`src/rtl/pfr_pkg.sv`:
```
package pfr_pkg;

    localparam int WORD_COUNT = 7;
    localparam int MAX_WORDS = 7;
    localparam int WORD_IDX_W = (WORD_COUNT > 1) ? $clog2(WORD_COUNT) : 1;
    localparam logic [7:0] MIN_LEN = 8'(WORD_COUNT * 8);
    localparam logic [7:0] CRC_POLY = 8'h8C;
    localparam logic [7:0] HEADER_FIRST_RESET = 8'h55;
    localparam logic [7:0] HEADER_SECOND_RESET = 8'hAA;

    typedef enum logic [1:0] {
        STATUS_OK      = 2'd0,
        STATUS_CRC_ERR = 2'd1,
        STATUS_SHORT   = 2'd2
    } status_t;

    typedef enum logic {
        CFG_HEADER_FIRST  = 1'b0,
        CFG_HEADER_SECOND = 1'b1
    } cfg_index_t;

    typedef enum logic [4:0] {
        PH_HUNT_FIRST  = 5'b00001,
        PH_HUNT_SECOND = 5'b00010,
        PH_LENGTH      = 5'b00100,
        PH_PAYLOAD     = 5'b01000,
        PH_CHECK       = 5'b10000
    } phase_t;

    typedef struct packed {
        status_t                     status;
        logic [MAX_WORDS-1:0][63:0]  words;
    } result_t;

    // Reflected CRC-8, one byte folded in bit by bit, LSB first.
    function automatic logic [7:0] crc8_feed(input logic [7:0] crc, input logic [7:0] b);
        logic [7:0] c;
        c = crc ^ b;
        for (int k = 0; k < 8; k++)
        begin
            c = c[0] ? ((c >> 1) ^ CRC_POLY) : (c >> 1);
        end
        return c;
    endfunction

endpackage

```
`src/rtl/pfr_byte_if.sv`:
```
interface pfr_byte_if;
    logic       valid;
    logic       ready;
    logic [7:0] data_byte;

    modport source (output valid, output data_byte, input ready);
    modport sink (input valid, input data_byte, output ready);
endinterface

```
`src/rtl/pfr_cfg_if.sv`:
```
interface pfr_cfg_if;
    import pfr_pkg::*;

    logic       valid;
    logic       ready;
    cfg_index_t index;
    logic [7:0] data;

    modport source (output valid, output index, output data, input ready);
    modport sink (input valid, input index, input data, output ready);
endinterface

```
`src/rtl/pfr_result_if.sv`:
```
interface pfr_result_if;
    logic        valid;
    logic        ready;
    logic [1:0]  status;
    logic [63:0] pos_x_bits;
    logic [63:0] pos_y_bits;
    logic [63:0] pos_z_bits;
    logic [63:0] ori_x_bits;
    logic [63:0] ori_y_bits;
    logic [63:0] ori_z_bits;
    logic [63:0] ori_w_bits;

    modport source (
        output valid, output status,
        output pos_x_bits, output pos_y_bits, output pos_z_bits,
        output ori_x_bits, output ori_y_bits, output ori_z_bits, output ori_w_bits,
        input ready
    );
    modport sink (
        input valid, input status,
        input pos_x_bits, input pos_y_bits, input pos_z_bits,
        input ori_x_bits, input ori_y_bits, input ori_z_bits, input ori_w_bits,
        output ready
    );
endinterface

```
`src/rtl/pfr_parser.sv`:
```
module pfr_parser (
    input  logic              clk,
    input  logic              rst_n,
    input  logic              item_valid,
    input  logic [7:0]        item_byte,
    input  logic [7:0]        hdr_first,
    input  logic [7:0]        hdr_second,
    input  logic              sink_free,
    output logic              item_taken,
    output logic              res_valid,
    output pfr_pkg::result_t  res
);
    import pfr_pkg::*;

    phase_t     phase_reg;
    phase_t     phase_next;
    logic [7:0] crc_reg;
    logic [7:0] crc_next;
    logic [7:0] length_reg;
    logic [7:0] length_next;
    logic [7:0] count_reg;
    logic [7:0] count_next;
    logic [7:0] count_inc;
    logic [7:0] crc_fed;
    logic       emits;
    logic       store_en;

    logic [7:0][7:0] word_store_reg [WORD_COUNT];

    assign emits = (phase_reg == PH_CHECK)
                || ((phase_reg == PH_LENGTH) && (item_byte < MIN_LEN));
    assign item_taken = item_valid && (sink_free || !emits);
    assign res_valid = item_taken && emits;
    assign crc_fed = crc8_feed(crc_reg, item_byte);
    assign count_inc = count_reg + 8'd1;
    assign store_en = item_taken && (phase_reg == PH_PAYLOAD) && (count_reg < MIN_LEN);

    always_comb
    begin
        phase_next = phase_reg;
        crc_next = crc_reg;
        length_next = length_reg;
        count_next = count_reg;
        res.status = STATUS_OK;
        res.words = '0;
        unique case (phase_reg)
            PH_HUNT_FIRST:
            begin
                if (item_byte == hdr_first)
                begin
                    crc_next = crc8_feed(8'd0, item_byte);
                    phase_next = PH_HUNT_SECOND;
                end
            end
            PH_HUNT_SECOND:
            begin
                if (item_byte == hdr_second)
                begin
                    crc_next = crc_fed;
                    phase_next = PH_LENGTH;
                end
                else if (item_byte == hdr_first)
                begin
                    crc_next = crc8_feed(8'd0, item_byte);
                end
                else
                begin
                    crc_next = 8'd0;
                    phase_next = PH_HUNT_FIRST;
                end
            end
            PH_LENGTH:
            begin
                crc_next = crc_fed;
                length_next = item_byte;
                count_next = 8'd0;
                res.status = STATUS_SHORT;
                phase_next = (item_byte < MIN_LEN) ? PH_HUNT_FIRST : PH_PAYLOAD;
            end
            PH_PAYLOAD:
            begin
                crc_next = crc_fed;
                count_next = count_inc;
                if (count_inc >= length_reg)
                begin
                    phase_next = PH_CHECK;
                end
            end
            PH_CHECK:
            begin
                phase_next = PH_HUNT_FIRST;
                res.status = (item_byte == crc_reg) ? STATUS_OK : STATUS_CRC_ERR;
                for (int j = 0; j < WORD_COUNT; j++)
                begin
                    res.words[j] = word_store_reg[j];
                end
            end
            default:
            begin
                phase_next = PH_HUNT_FIRST;
            end
        endcase
    end

    always_ff @(posedge clk or negedge rst_n)
    begin
        if (!rst_n)
        begin
            phase_reg <= PH_HUNT_FIRST;
            crc_reg <= 8'd0;
            length_reg <= 8'd0;
            count_reg <= 8'd0;
        end
        else if (item_taken)
        begin
            phase_reg <= phase_next;
            crc_reg <= crc_next;
            length_reg <= length_next;
            count_reg <= count_next;
        end
    end

    // The payload bytes are written little-endian into the word store.
    always_ff @(posedge clk)
    begin
        if (store_en)
        begin
            word_store_reg[count_reg[WORD_IDX_W+2:3]][count_reg[2:0]] <= item_byte;
        end
    end

endmodule

```
`src/rtl/pfr_out_stage.sv`:
```
module pfr_out_stage (
    input  logic              clk,
    input  logic              rst_n,
    input  logic              res_valid,
    input  pfr_pkg::result_t  res,
    output logic              sink_free,
    pfr_result_if.source      frame
);
    import pfr_pkg::*;

    logic    valid_reg;
    result_t res_reg;

    assign sink_free = !valid_reg || frame.ready;

    always_ff @(posedge clk or negedge rst_n)
    begin
        if (!rst_n)
        begin
            valid_reg <= 1'b0;
        end
        else if (sink_free)
        begin
            valid_reg <= res_valid;
        end
    end

    always_ff @(posedge clk)
    begin
        if (sink_free && res_valid)
        begin
            res_reg <= res;
        end
    end

    assign frame.valid = valid_reg;
    assign frame.status = res_reg.status;
    assign frame.pos_x_bits = res_reg.words[0];
    assign frame.pos_y_bits = res_reg.words[1];
    assign frame.pos_z_bits = res_reg.words[2];
    assign frame.ori_x_bits = res_reg.words[3];
    assign frame.ori_y_bits = res_reg.words[4];
    assign frame.ori_z_bits = res_reg.words[5];
    assign frame.ori_w_bits = res_reg.words[6];

endmodule

```
`src/rtl/pose_frame_receiver_crc8.sv`:
```
// Channel  Dir  Words                        Payload
// rx       in   one received serial byte     data_byte
// frame    out  one frame report             status, pos_*_bits, ori_*_bits
// cfg      in   one header register write    index, data
//
// One byte a cycle while no report stalls: a byte enters the input register
// and then passes the parser (phase, CRC-8, length and word store); at a short
// length or check byte its report lands in the output register as it is taken.
// A full output register stalls only bytes that would report; other bytes
// keep flowing. Reset returns the parser to header hunting and the headers
// to 0x55 and 0xAA; the word store is not cleared.
module pose_frame_receiver_crc8 (
    input  logic          clk,
    input  logic          rst_n,
    pfr_cfg_if.sink       cfg,
    pfr_byte_if.sink      rx,
    pfr_result_if.source  frame
);
    import pfr_pkg::*;

    logic [7:0] hdr_first_reg;
    logic [7:0] hdr_second_reg;
    logic       in_valid_reg;
    logic [7:0] in_byte_reg;
    logic       item_taken;
    logic       res_valid;
    logic       sink_free;
    result_t    res;

    assign cfg.ready = 1'b1;

    always_ff @(posedge clk or negedge rst_n)
    begin
        if (!rst_n)
        begin
            hdr_first_reg <= HEADER_FIRST_RESET;
            hdr_second_reg <= HEADER_SECOND_RESET;
        end
        else if (cfg.valid)
        begin
            unique case (cfg.index)
                CFG_HEADER_FIRST:  hdr_first_reg <= cfg.data;
                CFG_HEADER_SECOND: hdr_second_reg <= cfg.data;
                default:           hdr_first_reg <= hdr_first_reg;
            endcase
        end
    end

    assign rx.ready = !in_valid_reg || item_taken;

    always_ff @(posedge clk or negedge rst_n)
    begin
        if (!rst_n)
        begin
            in_valid_reg <= 1'b0;
        end
        else if (rx.ready)
        begin
            in_valid_reg <= rx.valid;
        end
    end

    always_ff @(posedge clk)
    begin
        if (rx.ready && rx.valid)
        begin
            in_byte_reg <= rx.data_byte;
        end
    end

    pfr_parser u_parser (
        .clk        (clk),
        .rst_n      (rst_n),
        .item_valid (in_valid_reg),
        .item_byte  (in_byte_reg),
        .hdr_first  (hdr_first_reg),
        .hdr_second (hdr_second_reg),
        .sink_free  (sink_free),
        .item_taken (item_taken),
        .res_valid  (res_valid),
        .res        (res)
    );

    pfr_out_stage u_out_stage (
        .clk       (clk),
        .rst_n     (rst_n),
        .res_valid (res_valid),
        .res       (res),
        .sink_free (sink_free),
        .frame     (frame)
    );

    // A report is produced only when the output register can take it.
    assert property (@(posedge clk) disable iff (!rst_n) res_valid |-> sink_free)
        else $error("report produced while output register is full");

    // A held input byte that is not consumed stays in place.
    assert property (@(posedge clk) disable iff (!rst_n)
        (in_valid_reg && !item_taken) |=> (in_valid_reg && $stable(in_byte_reg)))
        else $error("input byte lost while stalled");

    // A short-length report carries no words.
    assert property (@(posedge clk) disable iff (!rst_n)
        (frame.valid && (frame.status == STATUS_SHORT)) |->
        ((frame.pos_x_bits == 64'd0) && (frame.ori_w_bits == 64'd0)))
        else $error("short-length report carries word data");

    // A report appears only after the parser consumed a reporting byte.
    assert property (@(posedge clk) disable iff (!rst_n)
        $rose(frame.valid) |-> $past(res_valid))
        else $error("report without a reporting byte");

endmodule
```
`src/flat_wrapper.sv`:
```
// flat-port wrapper written by rule: the top's interface ports become plain ports
module pose_frame_receiver_crc8_flat import pfr_pkg::*;
  (clk, rst_n, cfg_valid, cfg_index, cfg_data, cfg_ready, rx_valid, rx_data_byte, rx_ready, frame_valid, frame_status, frame_pos_x_bits, frame_pos_y_bits, frame_pos_z_bits, frame_ori_x_bits, frame_ori_y_bits, frame_ori_z_bits, frame_ori_w_bits, frame_ready);
  pfr_cfg_if cfg_i ();
  pfr_byte_if rx_i ();
  pfr_result_if frame_i ();
  input  logic clk;
  input  logic rst_n;
  input wire logic [$bits(cfg_i.valid)-1:0] cfg_valid;
  input wire logic [$bits(cfg_i.index)-1:0] cfg_index;
  input wire logic [$bits(cfg_i.data)-1:0] cfg_data;
  output wire logic [$bits(cfg_i.ready)-1:0] cfg_ready;
  input wire logic [$bits(rx_i.valid)-1:0] rx_valid;
  input wire logic [$bits(rx_i.data_byte)-1:0] rx_data_byte;
  output wire logic [$bits(rx_i.ready)-1:0] rx_ready;
  output wire logic [$bits(frame_i.valid)-1:0] frame_valid;
  output wire logic [$bits(frame_i.status)-1:0] frame_status;
  output wire logic [$bits(frame_i.pos_x_bits)-1:0] frame_pos_x_bits;
  output wire logic [$bits(frame_i.pos_y_bits)-1:0] frame_pos_y_bits;
  output wire logic [$bits(frame_i.pos_z_bits)-1:0] frame_pos_z_bits;
  output wire logic [$bits(frame_i.ori_x_bits)-1:0] frame_ori_x_bits;
  output wire logic [$bits(frame_i.ori_y_bits)-1:0] frame_ori_y_bits;
  output wire logic [$bits(frame_i.ori_z_bits)-1:0] frame_ori_z_bits;
  output wire logic [$bits(frame_i.ori_w_bits)-1:0] frame_ori_w_bits;
  input wire logic [$bits(frame_i.ready)-1:0] frame_ready;
  assign cfg_i.valid = cfg_valid;
  assign cfg_i.index = cfg_index;
  assign cfg_i.data = cfg_data;
  assign cfg_ready = cfg_i.ready;
  assign rx_i.valid = rx_valid;
  assign rx_i.data_byte = rx_data_byte;
  assign rx_ready = rx_i.ready;
  assign frame_valid = frame_i.valid;
  assign frame_status = frame_i.status;
  assign frame_pos_x_bits = frame_i.pos_x_bits;
  assign frame_pos_y_bits = frame_i.pos_y_bits;
  assign frame_pos_z_bits = frame_i.pos_z_bits;
  assign frame_ori_x_bits = frame_i.ori_x_bits;
  assign frame_ori_y_bits = frame_i.ori_y_bits;
  assign frame_ori_z_bits = frame_i.ori_z_bits;
  assign frame_ori_w_bits = frame_i.ori_w_bits;
  assign frame_i.ready = frame_ready;
  pose_frame_receiver_crc8 u_core (.clk(clk), .rst_n(rst_n), .cfg(cfg_i), .rx(rx_i), .frame(frame_i));
endmodule
```
`config.mk`:
```
export PLATFORM = sky130hd
export DESIGN_NAME = pose_frame_receiver_crc8_flat
export DESIGN_NICKNAME = d
export VERILOG_FILES = /design/src/rtl/pfr_pkg.sv /design/src/rtl/pfr_byte_if.sv /design/src/rtl/pfr_cfg_if.sv /design/src/rtl/pfr_result_if.sv /design/src/rtl/pfr_parser.sv /design/src/rtl/pfr_out_stage.sv /design/src/rtl/pose_frame_receiver_crc8.sv /design/src/flat_wrapper.sv
export SDC_FILE = /design/constraint.sdc
export NUM_CORES = 1
export LEC_CHECK = 0
export ABC_CLOCK_PERIOD_IN_PS = 23600
export BUFFER_PORTS_ARGS = -buffer_cell sky130_fd_sc_hd__buf_2
export CORE_UTILIZATION = 30
export DETAILED_ROUTE_END_ITERATION = 7
export PLACE_DENSITY = 0.54
export SLEW_MARGIN = 10
export SYNTH_ARGS = -nofsm -noshare
export SYNTH_HDL_FRONTEND = slang
export SYNTH_SLANG_ARGS = --single-unit
```
`constraint.sdc`:
```
create_clock -name clk -period 23.6 [get_ports clk]
set_input_delay 4.72 -clock clk [delete_from_list [all_inputs] [get_ports clk]]
set_output_delay 4.72 -clock clk [all_outputs]
set_load 0.02 [all_outputs]
```
==> impl_metrics.json <==
{
  "die_h_um": 336.5,
  "gp_congestion": 0.8018,
  "postCtsHoldBufs": 0,
  "crit_arrival_ns": 5.62,
  "grt_max_degree": 160,
  "crit_start": "frame_ready",
  "synthDistinctLibCells": 57,
  "holdPathStages": 1,
  "m1WireLength_um": 36020,
  "layout_common_cells": "edfxtp_1 (906), buf_2 (472), and2_1 (449), clkbuf_16 (100), nor2_1 (62)",
  "overflow": 0,
  "yosys_warnings": 0,
  "reg2reg_depth": 9,
  "firstDrtPassIters": 5,
  "synth_area_um2": 33560,
  "p_per_area_nw_per_um2": 86.98,
  "synthesis.nets": 1784,
  "ff2ff_setup_slack_ns": 18.55,
  "syn_to_final_growth_pct": 21.98,
  "largest_register_ffs": 448,
  "die_area_um2": 113200,
  "grt_usage_pct": 14.34,
  "end_kind": "primary output",
  "worst_pin_slew_ns": 1.082,
  "tritoncts": "done",
  "row_count": 122,
  "cts_resized": 0,
  "dr_wl_met3_um": 5074,
  "grt_pass1_vias": 16760,
  "p_leak_uw": 0.01271,
  "async_flop_share_pct": 4.932,
  "grt_pass1_wl_um": 115400,
  "relSlewSlack_pct": 27.60,
  "holdWs_ns": 0.4915,
  "viasPerCell": 4.277,
  "ioPinCount": 475,
  "period_needed_ns": 10.34,
  "status": "finished clean",
  "routedWlPerCell_um": 21.45,
  "layout_commonest_cell": "edfxtp_1",
  "routed.top_layer": "met4",
  "layout-drive-gt1-share_pct": 30.20,
  "peakVddDrop_uv": 57.00,
  "finalCritPeriodShare_pct": 43.80,
  "clock.fmax_mhz": 96.75,
  "vias": 16470,
  "nets": 2311,
  "r2r-end": "u_core.u_out_stage.frame.ori_z_bits[13]",
  "seq_area_um2": 28390,
  "setup_viol": 0,
  "cts_setup_buffers": 0,
  "cp-start-kind": "input pin",
  "htree_levels": 3,
  "cts.path.max_buffers": 3,
  "cp-endpoint": "rx_ready",
  "placed_area_um2": 37720,
  "cts_inserted_buffers": 97,
  "insertion_delay_ns": 0.67,
  "crit_type": "input pin to primary output",
  "fillers": 10300,
  "drv_slew": 0,
  "drtIter0Drc": 1202,
  "max_cap_violations": 0,
  "ys_ff_latch": 953,
  "yosysSeqAreaShare_pct": 84.60,
  "final_cell_area_um2": 40940,
  "multi_input_area_um2": 4852,
  "antenna_left": 0,
  "wl_met2_um": 39280,
  "hold_class": "flop to flop",
  "port_buffers": 473,
  "die_w_um": 336.5,
  "clock-sinks": 953,
  "crit_required_ns": 18.88,
  "core_area_um2": 110800,
  "instances_no_fill": 3850,
  "clock-skew-final_ns": 0.02421,
  "cts-root-buf": "clkbuf_16",
  "dpl.hpwl_um": 51270,
  "avgSynthCellArea_um2": 19.15,
  "placedCellCount": 3669,
  "hold_viol_final": 0,
  "synth-edff-count": 906,
  "netlist_instances": 1753,
  "start_util_pct": 30.28,
  "grt_antenna_before_repair": 9,
  "cts.clk_slew.worst_paths_ns": 0.06,
  "reg2reg_from": "u_core.in_byte_reg[3]",
  "wirelength_um": 82590,
  "synth_ff_type": "edfxtp_1",
  "worst-path-max-fanout": 3,
  "tns_ns": 0,
  "rsz0062_at_grt": "no",
  "drcViolationCount": 0
}
[kinds of logic after synthesis]
kind of cell             share of synthesized area, %
multiplexers                                    1.268
adder cells (fa/ha/maj)                        0.3355
buffers and inverters                          0.9917
other                                         0.01117
AND/OR/NAND/NOR                                 10.55
XOR/XNOR                                        1.473
flip-flops                                      84.60
AO/OA/AOI/OAI                                  0.7717
[through the flow]
step | worst slack [ns] | total power [uW] | util (%)
2_1_floorplan | 6.322 | 2013 | -
3_3_place_gp | 13.27 | 2060 | 34.03
3_5_place_dp | 13.27 | 2064 | 34.03
4_1_cts | 13.26 | 3604 | 36.94
5_1_grt | 13.21 | 3676 | 36.94
6_report | 13.26 | 3561 | 36.94
[worst max-delay path: stages]
cell      delay (ns)
buf_2           0.10
nand2b_1        0.19
a21oi_1         0.27
nand2_1         0.15
buf_2           0.19
[cells in the mapped netlist, drive strengths merged (5+ instances only)]
master / n / share of area [%]
and2: 449 / 8.4
ha: 9 / 0.34
dfstp: 9 / 0.70
inv: 9 / 0.10
dfrtp: 38 / 2.8
nand2: 15 / 0.18
a21oi: 5 / 0.075
xnor2: 34 / 0.91
nand4: 6 / 0.11
buf: 19 / 0.31
nand3: 7 / 0.13
o22ai: 8 / 0.15
nor2: 73 / 0.90
mux2: 36 / 1.2
o21ai: 5 / 0.075
xor2: 19 / 0.50
edfxtp: 906 / 81
nand2b: 6 / 0.12
a32o: 6 / 0.18
clkbuf: 52 / 0.58
[metal layers]
layer  up-vias  global-route usage, %
li1       7452                      -
met1      8326                  19.31
met2       571                  23.09
met3       117                  2.692
met4         0                  5.232
met5         -                      0
[how the worst min path moves through the flow]
stage                                           from                                 endpoint
2_1_floorplan          u_core.u_parser.length_reg[1]            u_core.u_parser.length_reg[1]
3_3_place_gp           u_core.u_parser.length_reg[5]            u_core.u_parser.length_reg[5]
3_5_place_dp           u_core.u_parser.length_reg[3]            u_core.u_parser.length_reg[3]
4_1_cts        u_core.u_parser.word_store_reg[1][38]  u_core.u_out_stage.frame.pos_y_bits[38]
5_1_grt        u_core.u_parser.word_store_reg[1][36]  u_core.u_out_stage.frame.pos_y_bits[36]
6_report       u_core.u_parser.word_store_reg[1][38]  u_core.u_out_stage.frame.pos_y_bits[38]
[where the power goes]
part | total, uW | internal, uW | switching (uW)
sequential | 1870 | 1860 | 11.6
clock | 1540 | 903 | 632
combinational | 154 | 62.2 | 91.6
[area by class of cell]
type                       instances  area share, %
multi-input combinational        720          11.85
antenna                            1       0.006113
sequential                       953          69.36
inverter                           9        0.08252
clock inverter                    57          1.510
timing repair buffer             499          6.296
tap                             1488          4.548
clock buffer                     123          6.348
Note: power is estimated with default switching activity, not from simulation.
